## src/hw/rtl/swcr_pkg.sv

```systemverilog
// ----------------------------------------------------------------------------
// swcr_pkg
// Shared types, codes and microcode ROM for the coverage run generator.
// ----------------------------------------------------------------------------
package swcr_pkg;

  // fixed field widths
  localparam int OUT_POS_W   = 32;
  localparam int COV_W       = 6;
  localparam int TDATA_IN_W  = 32;
  localparam int TDATA_OUT_W = 72;
  localparam int CFG_IDX_W   = 2;
  localparam int CFG_DATA_W  = 32;
  localparam int HW_W        = 16;

  // config register indexes
  localparam logic [CFG_IDX_W-1:0] REG_HALF_WIDTH = 2'd0;
  localparam logic [CFG_IDX_W-1:0] REG_CHROM_SIZE = 2'd1;
  localparam logic [CFG_IDX_W-1:0] REG_EMIT_ZERO  = 2'd2;

  // input kinds (tuser)
  localparam logic ACT_SITE   = 1'b0;
  localparam logic ACT_FINISH = 1'b1;

  // datapath operations
  typedef enum logic [2:0] {
    UOP_WAIT,   // wait for an input word
    UOP_CALC,   // window start / end
    UOP_NOP,    // let the FIFO read data settle
    UOP_TEST,   // decide whether the head closer pops
    UOP_POP,    // pop a closer, maybe emit a run
    UOP_GAP,    // run up to window start, or final zero run
    UOP_END     // flush last run, push closer or clear
  } uop_t;

  // jump conditions
  typedef enum logic [1:0] {
    JMP_NONE,
    JMP_ALWAYS,
    JMP_IDLE,
    JMP_NO_POP
  } jcond_t;

  typedef logic [2:0] upc_t;

  localparam upc_t PC_WAIT  = 3'd0;
  localparam upc_t PC_CALC  = 3'd1;
  localparam upc_t PC_FETCH = 3'd2;
  localparam upc_t PC_TEST  = 3'd3;
  localparam upc_t PC_POP   = 3'd4;
  localparam upc_t PC_GAP   = 3'd5;
  localparam upc_t PC_END   = 3'd6;

  typedef struct packed {
    uop_t   op;
    jcond_t jmp;
    upc_t   target;
  } uword_t;

  // one run headed for the output buffer
  typedef struct packed {
    logic [OUT_POS_W-1:0] run_start;
    logic [OUT_POS_W-1:0] run_end;
    logic [COV_W-1:0]     coverage;
  } run_t;

  // sequencer -> output buffer
  typedef struct packed {
    logic push;   // new run
    logic flush;  // item done, pending run is the last
    logic ovf;    // overflow flag for runs leaving now
  } obuf_ctl_t;

  function automatic uword_t ucode_rom(input upc_t pc);
    uword_t w;
    case (pc)
      PC_WAIT:  w = '{op: UOP_WAIT, jmp: JMP_IDLE,   target: PC_WAIT};
      PC_CALC:  w = '{op: UOP_CALC, jmp: JMP_NONE,   target: PC_WAIT};
      PC_FETCH: w = '{op: UOP_NOP,  jmp: JMP_NONE,   target: PC_WAIT};
      PC_TEST:  w = '{op: UOP_TEST, jmp: JMP_NO_POP, target: PC_GAP};
      PC_POP:   w = '{op: UOP_POP,  jmp: JMP_ALWAYS, target: PC_FETCH};
      PC_GAP:   w = '{op: UOP_GAP,  jmp: JMP_NONE,   target: PC_WAIT};
      PC_END:   w = '{op: UOP_END,  jmp: JMP_ALWAYS, target: PC_WAIT};
      default:  w = '{op: UOP_WAIT, jmp: JMP_ALWAYS, target: PC_WAIT};
    endcase
    return w;
  endfunction

endpackage

```

## src/hw/rtl/swcr_outbuf.sv

```systemverilog
// ----------------------------------------------------------------------------
// swcr_outbuf
// One-run hold stage plus output register; marks the last run of an item.
// ----------------------------------------------------------------------------
module swcr_outbuf import swcr_pkg::*; (
  input  logic                   clk,
  input  logic                   rst,
  input  obuf_ctl_t              ctl,
  input  run_t                   run,
  output logic                   stall,
  output logic                   m_axis_tvalid,
  input  logic                   m_axis_tready,
  output logic [TDATA_OUT_W-1:0] m_axis_tdata,  // run_start, run_end, coverage, pad
  output logic                   m_axis_tlast,
  output logic [0:0]             m_axis_tuser   // queue_overflow
);

  logic pend_valid;
  run_t pend;
  run_t out_run;
  logic out_last;
  logic out_ovf;
  logic out_free;
  logic send;

  assign out_free = !m_axis_tvalid || m_axis_tready;
  assign stall    = (ctl.push || ctl.flush) && pend_valid && !out_free;
  assign send     = (ctl.push || ctl.flush) && pend_valid && out_free;

  always_ff @(posedge clk) begin
    if (rst) begin
      pend_valid    <= 1'b0;
      m_axis_tvalid <= 1'b0;
    end else begin
      if (send) begin
        m_axis_tvalid <= 1'b1;
      end else if (m_axis_tready) begin
        m_axis_tvalid <= 1'b0;
      end
      if (ctl.push && !stall) begin
        pend_valid <= 1'b1;
      end else if (ctl.flush && !stall) begin
        pend_valid <= 1'b0;
      end
    end
  end

  always_ff @(posedge clk) begin
    if (send) begin
      out_run  <= pend;
      out_last <= ctl.flush;
      out_ovf  <= ctl.ovf;
    end
    if (ctl.push && !stall) begin
      pend <= run;
    end
  end

  assign m_axis_tdata = {2'b00, out_run.coverage, out_run.run_end, out_run.run_start};
  assign m_axis_tlast = out_last;
  assign m_axis_tuser = out_ovf;

endmodule

```

## src/hw/rtl/smoothed_site_coverage_runs.sv

```systemverilog
// ----------------------------------------------------------------------------
// smoothed_site_coverage_runs
// Sliding-window coverage pileup over sorted sites of one chromosome.
// ----------------------------------------------------------------------------
// Each site word (tuser 0) opens a window [max(1, p-half_width), p+half_width+1);
// its end waits in a closer FIFO of QUEUE_DEPTH entries. Runs of constant
// coverage (start, exclusive end, count) come out as window starts and closers
// pass; tlast marks the final run caused by an input word, and a word may cause
// none. A finish word (tuser 1) drains the FIFO, clamps to the chromosome length
// when that is nonzero, and clears the per-chromosome state. tuser on the output
// is the sticky overflow flag (a site dropped on a full FIFO since the last finish).
// A small microcode ROM steps a shared compare/emit datapath: wait, calc, fetch,
// test, then pop, fetch and test again per closer popped around the FIFO's
// registered read port, then gap and end. Output back-pressure adds cycles only
// when the one-run hold stage and the output register are both full. No clearing
// pass: FIFO entries are only read after they were written. Config writes are to
// be made only while no word is in flight; the block itself does not enforce it.
// ----------------------------------------------------------------------------
module smoothed_site_coverage_runs import swcr_pkg::*; #(
  parameter int QUEUE_DEPTH   = 32,
  parameter int POSITION_BITS = 32
) (
  input  logic                   clk,
  input  logic                   rst,
  // input stream
  input  logic                   s_axis_tvalid,
  output logic                   s_axis_tready,
  input  logic [TDATA_IN_W-1:0]  s_axis_tdata,   // site_position
  input  logic [0:0]             s_axis_tuser,   // action
  // output stream
  output logic                   m_axis_tvalid,
  input  logic                   m_axis_tready,
  output logic [TDATA_OUT_W-1:0] m_axis_tdata,   // run_start, run_end, coverage, pad
  output logic                   m_axis_tlast,   // last
  output logic [0:0]             m_axis_tuser,   // queue_overflow
  // config
  input  logic                   cfg_we,
  input  logic [CFG_IDX_W-1:0]   cfg_index,
  input  logic [CFG_DATA_W-1:0]  cfg_data
);

  localparam int PTR_W  = (QUEUE_DEPTH > 1) ? $clog2(QUEUE_DEPTH) : 1;
  localparam int FILL_W = $clog2(QUEUE_DEPTH + 1);
  localparam int CMP_W  = (POSITION_BITS > OUT_POS_W) ? POSITION_BITS : OUT_POS_W;
  localparam logic [POSITION_BITS-1:0] POS_MAX   = '1;
  localparam logic [POSITION_BITS-1:0] POS_ONE   = POSITION_BITS'(1);
  localparam logic [FILL_W-1:0]        FILL_FULL = FILL_W'(QUEUE_DEPTH);
  localparam logic [PTR_W-1:0]         PTR_LAST  = PTR_W'(QUEUE_DEPTH - 1);

  // config registers
  logic [HW_W-1:0]      half_width;
  logic [OUT_POS_W-1:0] chrom_len;
  logic                 emit_zero;

  // sequencer
  upc_t   pc;
  upc_t   pc_next;
  uword_t uw;
  logic   jump;
  logic   stall;

  // per-item payload
  logic                     act;
  logic [POSITION_BITS-1:0] pos;
  logic [POSITION_BITS-1:0] win_start;
  logic [POSITION_BITS-1:0] win_end;

  // chromosome state
  logic [POSITION_BITS-1:0] run_pos;
  logic [FILL_W-1:0]        open_cnt;
  logic [PTR_W-1:0]         head;
  logic [PTR_W-1:0]         tail;
  logic [FILL_W-1:0]        fill;
  logic                     ovf_flag;

  // closer FIFO storage
  logic [POSITION_BITS-1:0] closer_mem [QUEUE_DEPTH];
  logic [POSITION_BITS-1:0] rd;

  // window math
  logic [POSITION_BITS-1:0] hw_ext;
  logic [POSITION_BITS:0]   e_sum;
  logic [POSITION_BITS-1:0] s_calc;
  logic [POSITION_BITS-1:0] e_calc;

  // emit path
  logic [CMP_W-1:0] em_start;
  logic [CMP_W-1:0] em_end_raw;
  logic [CMP_W-1:0] em_end;
  logic [CMP_W-1:0] em_lim;
  logic [COV_W-1:0] em_cov;
  logic             em_cand;
  logic             lim_on;
  logic             em_keep;
  logic             pop_now;
  logic             push_ok;

  obuf_ctl_t obuf_ctl;
  run_t      obuf_run;

  assign uw            = ucode_rom(pc);
  assign s_axis_tready = (uw.op == UOP_WAIT);

  // head closer pops when it is at or before the new window start (any on finish)
  assign pop_now = (act == ACT_FINISH) ? (fill != '0)
                                       : ((fill != '0) && (rd <= win_start));

  always_comb begin
    case (uw.jmp)
      JMP_NONE:   jump = 1'b0;
      JMP_ALWAYS: jump = 1'b1;
      JMP_IDLE:   jump = !s_axis_tvalid;
      JMP_NO_POP: jump = !pop_now;
      default:    jump = 1'b0;
    endcase
    if (stall) begin
      pc_next = pc;
    end else if (jump) begin
      pc_next = uw.target;
    end else begin
      pc_next = 3'(pc + 3'd1);
    end
  end

  // window bounds: start clamps at 1, end saturates at the top position
  assign hw_ext = POSITION_BITS'(half_width);
  assign s_calc = (pos > hw_ext) ? (pos - hw_ext) : POS_ONE;
  assign e_sum  = {1'b0, pos} + (POSITION_BITS + 1)'(half_width) + (POSITION_BITS + 1)'(1);
  assign e_calc = (e_sum > {1'b0, POS_MAX}) ? POS_MAX : e_sum[POSITION_BITS-1:0];

  // candidate run for the current step
  always_comb begin
    em_start   = CMP_W'(run_pos);
    em_end_raw = '0;
    em_lim     = '0;
    em_cov     = COV_W'(open_cnt);
    em_cand    = 1'b0;
    case (uw.op)
      UOP_POP: begin
        em_end_raw = CMP_W'(rd);
        em_lim     = (act == ACT_FINISH) ? CMP_W'(chrom_len) : '0;
        em_cand    = rd > run_pos;
      end
      UOP_GAP: begin
        if (act == ACT_FINISH) begin
          // zero run out to chromosome end
          em_end_raw = CMP_W'(chrom_len);
          em_lim     = CMP_W'(chrom_len);
          em_cov     = '0;
          em_cand    = (chrom_len != '0) && (CMP_W'(run_pos) < CMP_W'(chrom_len));
        end else begin
          em_end_raw = CMP_W'(win_start);
          em_cand    = win_start > run_pos;
        end
      end
      default: begin
        em_cand = 1'b0;
      end
    endcase
  end

  assign lim_on  = (em_lim != '0);
  assign em_end  = (lim_on && (em_end_raw > em_lim)) ? em_lim : em_end_raw;
  assign em_keep = em_cand && (!lim_on || (em_start < em_lim)) && (em_end > em_start)
                   && ((em_cov != '0) || emit_zero);

  // overflow as it will stand after this item; only a site with no pops can
  // find the FIFO still full
  assign obuf_ctl.push  = em_keep;
  assign obuf_ctl.flush = (uw.op == UOP_END);
  assign obuf_ctl.ovf   = ovf_flag || ((act == ACT_SITE) && (fill == FILL_FULL));

  assign obuf_run.run_start = em_start[OUT_POS_W-1:0];
  assign obuf_run.run_end   = em_end[OUT_POS_W-1:0];
  assign obuf_run.coverage  = em_cov;

  assign push_ok = (fill != FILL_FULL);

  // control state
  always_ff @(posedge clk) begin
    if (rst) begin
      pc         <= PC_WAIT;
      half_width <= HW_W'(25);
      chrom_len  <= '0;
      emit_zero  <= 1'b0;
      run_pos    <= POS_ONE;
      open_cnt   <= '0;
      head       <= '0;
      tail       <= '0;
      fill       <= '0;
      ovf_flag   <= 1'b0;
    end else begin
      pc <= pc_next;
      if (cfg_we) begin
        case (cfg_index)
          REG_HALF_WIDTH: half_width <= cfg_data[HW_W-1:0];
          REG_CHROM_SIZE: chrom_len  <= cfg_data[OUT_POS_W-1:0];
          REG_EMIT_ZERO:  emit_zero  <= cfg_data[0];
          default: begin
          end
        endcase
      end
      if (!stall) begin
        case (uw.op)
          UOP_POP: begin
            head <= (head == PTR_LAST) ? '0 : PTR_W'(head + 1'b1);
            fill <= FILL_W'(fill - 1'b1);
            if (em_cand) begin
              run_pos <= rd;
            end
            if (open_cnt != '0) begin
              open_cnt <= FILL_W'(open_cnt - 1'b1);
            end
          end
          UOP_GAP: begin
            if ((act == ACT_SITE) && em_cand) begin
              run_pos <= win_start;
            end
          end
          UOP_END: begin
            if (act == ACT_FINISH) begin
              run_pos  <= POS_ONE;
              open_cnt <= '0;
              head     <= '0;
              tail     <= '0;
              fill     <= '0;
              ovf_flag <= 1'b0;
            end else if (push_ok) begin
              tail     <= (tail == PTR_LAST) ? '0 : PTR_W'(tail + 1'b1);
              fill     <= FILL_W'(fill + 1'b1);
              open_cnt <= FILL_W'(open_cnt + 1'b1);
            end else begin
              ovf_flag <= 1'b1;
            end
          end
          default: begin
          end
        endcase
      end
    end
  end

  // payload registers
  always_ff @(posedge clk) begin
    if (s_axis_tvalid && s_axis_tready) begin
      act <= s_axis_tuser[0];
      pos <= POSITION_BITS'(s_axis_tdata);
    end
    if (uw.op == UOP_CALC) begin
      win_start <= s_calc;
      win_end   <= e_calc;
    end
  end

  // closer FIFO: one write port, registered read of the head
  always_ff @(posedge clk) begin
    if ((uw.op == UOP_END) && !stall && (act == ACT_SITE) && push_ok) begin
      closer_mem[tail] <= win_end;
    end
    rd <= closer_mem[head];
  end

  swcr_outbuf u_outbuf (
    .clk           (clk),
    .rst           (rst),
    .ctl           (obuf_ctl),
    .run           (obuf_run),
    .stall         (stall),
    .m_axis_tvalid (m_axis_tvalid),
    .m_axis_tready (m_axis_tready),
    .m_axis_tdata  (m_axis_tdata),
    .m_axis_tlast  (m_axis_tlast),
    .m_axis_tuser  (m_axis_tuser)
  );

endmodule

```

## config.mk

```make
export PLATFORM = sky130hd
export DESIGN_NAME = smoothed_site_coverage_runs
export DESIGN_NICKNAME = d
export VERILOG_FILES = /design/src/hw/rtl/swcr_pkg.sv /design/src/hw/rtl/swcr_outbuf.sv /design/src/hw/rtl/smoothed_site_coverage_runs.sv
export SDC_FILE = /design/constraint.sdc
export NUM_CORES = 2
export LEC_CHECK = 0
export ABC_AREA = 1
export ABC_CLOCK_PERIOD_IN_PS = 26800
export BUFFER_PORTS_ARGS = -buffer_cell sky130_fd_sc_hd__buf_2
export CAP_MARGIN = 15
export CORE_UTILIZATION = 56
export DETAILED_ROUTE_END_ITERATION = 8
export PLACE_DENSITY_LB_ADDON = 0.2
export RECOVER_POWER = 25
export SETUP_SLACK_MARGIN = 0.4
export SYNTH_ARGS = -nofsm -noshare
export SYNTH_HDL_FRONTEND = slang
export SYNTH_SLANG_ARGS = --single-unit
```

## constraint.sdc

```tcl
create_clock -name clk -period 26.8 [get_ports clk]
set_clock_uncertainty 0.15 [all_clocks]
set_input_delay 4.02 -clock clk [delete_from_list [all_inputs] [get_ports clk]]
set_output_delay 4.02 -clock clk [all_outputs]
set_load 0.01 [all_outputs]
```

==> flow_summary_export.csv <==
group,metric,value,unit
status,outcome,"complete, no violations",
synthesis,async_flop_share,0,
synthesis,yosys_register_bits,1404,
synthesis,netlist_top_cells_area,"edfxtp_1 (62%), o21ai_0 (5.8%), ha_1 (5.5%)",
synthesis,synth-edff-count,1263,
power_and_ir_drop,swShare,0.2466,
layout,drive_gt1_frac,0.09255,
setup_path,critical-path-slowest-cell,"buf_4",
placed_design,placedCellCount,6582,
timing,maxSlewViolCount,0,
grt,grt_max_degree,162,
die,die-width,333.2,um
clock_tree,ctsHoldBuffers,0,
synthesis,ys.flop_type,"edfxtp_1",
setup_path,crit_path_max_incr_delay,0.65,ns
setup_path,crit_top_cell,"nand2_1",
detailed_routing,drt_pass1_iterations,6,
timing,fin_crit,8.742,ns
clock_tree,root_buffer,"clkbuf_16",
timing,worst_pin_slew,1.171,ns
grt,busiest_layer,"met2",
clock_tree,path_clk_slew,0.06,ns
power_and_ir_drop,pwr-share-clk,0.405,
timing,max_freq,114.4,MHz
synthesis,ys_seq_area_frac,0.6633,
die,rows,121,
clock_tree,clock-sinks,1404,
clock_tree,cts_tree,"yes",
power_and_ir_drop,leakage,24.29,nW
timing,setup_tns,0,ns
grt,grt_overflow_total,0,
power_and_ir_drop,comb_power_share,0.073,
clock_tree,clk_latency,0.78,ns
synthesis,synthDistinctLibCells,58,
die,dieArea,111000,um2
die,core-area,108900,um2
setup_path,cp.buffers_inverters,8,
grt,grt_util_all_layers,0.3092,
timing,slew_headroom,0.2192,
setup_path,cp.arrival,8.98,ns
setup_path,start_kind,"flip-flop",
timing,rsz0062_at_grt,"no",
clock_tree,numCtsBuffers,144,
detailed_routing,drt_iter0_markers,5215,
grt,grt_pass1_vias,39959,
setup_path,crit_type,"flip-flop to flip-flop",
die,io_pins,148,
setup_path,critPathMaxFanout,70,
placed_design,finalWeightedCongestion,0.9265,
synthesis,yosysWarnings,0,
synthesis,syn_area,61440,um2
grt,grt_use_met3,0.04931,
power_and_ir_drop,pwr-share-seq,0.522,
layout,final_common_cell,"edfxtp_1",
grt,grt_pass1_wl,255.2,mm
synthesis,syn_inst,5255,
grt,grtUsageMet1,0.4317,
layout,finalNetCount,5659,
power_and_ir_drop,p_per_area,72.99,nW/um2
die,fp.dieH,333.2,um
power_and_ir_drop,p_switching,1.231,mW
setup_path,critical-path-top-delay-family,"simple AND/OR/NAND/NOR gates",
synthesis,synth_top_area_cell,"edfxtp_1",
setup_path,endpoint_kind,"flip-flop",
grt,grt_antenna_before_repair,11,
clock_tree,cts_setup_buffers,0,
detailed_routing,wire_per_inst,25.19,um
layout,area_growth,11.39,%
clock_tree,clock_tree.buffer_depth,3,
synthesis,syn_area_per_cell,11.69,um2
run,drv_cap,0,
power_and_ir_drop,peakVddDrop,0.06169,mV
placed_design,portBuffers,145,
placed_design,hpwlAfterDp,102.9,mm
setup_path,critPathRequiredTime,27.04,ns
layout,final_cell_mix,"edfxtp_1 (1263), nor2_1 (802), o21ai_0 (710), nand2_1 (372), inv_1 (296)",
timing,hold_viol,0,
die,start_util,0.5644,
detailed_routing,finalWirelength,172.5,mm
hold_path,worstHoldPathType,"flip-flop to flip-flop",
detailed_routing,vias,42897,
grt,gr-usage-met2,0.4853,
clock_tree,postCtsResizedCells,0,
detailed_routing,drt.antenna.violating_nets,0,
power_and_ir_drop,internal_power,3.763,mW
layout,stdcell_count,6851,
synthesis,synthDominantCellAreaShare,0.6173,
clock_tree,h-tree-depth,4,
timing,fin_crit_sh,0.3262,
detailed_routing,drc,0,
timing,setup_viol,0,
detailed_routing,via_per_inst,6.261,
-- path summary, 6_finish.rpt --
kind	endpoint	slack, ns	start	cells after the start
max reg2reg	u_outbuf.pend[43]	18.06	pc[2]	33
min reg2reg	u_outbuf.m_axis_tdata[9]	0.26	u_outbuf.pend[47]	0
min	u_outbuf.m_axis_tdata[9]	0.26	u_outbuf.pend[47]	0
max	u_outbuf.pend[43]	18.06	pc[2]	33
-- worst reg2reg max path: cells and delay by family (launching register included) --
kind / cells / cell delay (ns)
simple gates: 14 / 2.97
compound gates: 8 / 1.48
flops: 1 / 0.44
buf+inv: 8 / 2.33
fa+ha+maj: 3 / 0.93
-- metrics by stage --
step | power (mW) | utilization | setup slack [ns] | hold WS, ns | cell area, um2
finish | 4.995 | 0.6287 | 18.06 | 0.2626 | 68430
global route | 5.149 | 0.6287 | 17.52 | 0.2676 | 68430
CTS | 5.006 | 0.6286 | 18.10 | 0.2623 | 68430
detailed placement | 3.007 | 0.5843 | 18.13 | 0.2545 | 63600
global placement | 3.001 | 0.5843 | 18.36 | 0.2521 | 63600
floorplan | 2.846 | - | 18.27 | 0.2503 | 61440
-- final cells by class --
cell class / count / area (um2)
antenna: 2 / 5.005
clock buffer: 195 / 3887
clock inverter: 72 / 939.7
fill: 8234 / 40420
inverter: 312 / 1191
multi-input combinational: 3237 / 18590
sequential: 1404 / 40760
tap: 1414 / 1769
timing repair buffer: 215 / 1289
-- power groups by stage --
stage / Combinational [mW] / Clock (mW) / Sequential, mW
detailed placement: 0.358 / 0 / 2.65
floorplan: 0.251 / 0 / 2.60
global placement: 0.353 / 0 / 2.65
CTS: 0.362 / 2.04 / 2.60
finish: 0.365 / 2.02 / 2.61
global route: 0.409 / 2.13 / 2.61
-- synth_stat cells (all sizes together) (11+ instances only) --
| cell | number |
|---|---|
| inv | 312 |
| nor4 | 17 |
| o211ai | 11 |
| dfxtp | 141 |
| nor2 | 841 |
| o221ai | 200 |
| nor3 | 29 |
| nand4 | 59 |
| ha | 271 |
| xor2 | 36 |
| nand3 | 163 |
| a21oi | 233 |
| a32oi | 28 |
| clkbuf | 273 |
| o21ai | 739 |
| edfxtp | 1263 |
| a31oi | 37 |
| nand2 | 379 |
| a211oi | 11 |
| buf | 30 |
| o22ai | 127 |
-- metal layers --
metal | share of wire | up-vias | routed length, um
met4 | 0.039 | 4 | 6808
met5 | 0.00016 | - | 27
met3 | 0.094 | 377 | 16210
met2 | 0.46 | 2264 | 80230
met1 | 0.40 | 20785 | 69270
li1 | - | 19467 | -
-- logic make-up (layout without fill, tap and decap cells) --
kind of cell    count (synthesis)  after routing  synth area share
flops                        1404           1404            0.6633
simple gates                 1505           1505            0.1012
buf+inv                       615            794           0.03869
fa+ha+maj                     273            273           0.05584
compound gates               1418           1418            0.1354
other cells                     1              4        0.00006104
xor+xnor                       39             39          0.005560
-- flip-flops by register name, indices dropped and copies added (netlist names), 6 cells and up --
| register | cells |
|---|---|
| half_width | 16 |
| pos | 32 |
| fill | 6 |
| win_start | 32 |
| em_start | 32 |
| closer_mem | 1024 |
| rd | 32 |
| open_cnt | 6 |
| u_outbuf.pend | 70 |
| win_end | 32 |
| u_outbuf.m_axis_tdata | 70 |
| chrom_len | 32 |
Power figures use the tool's default switching activity.
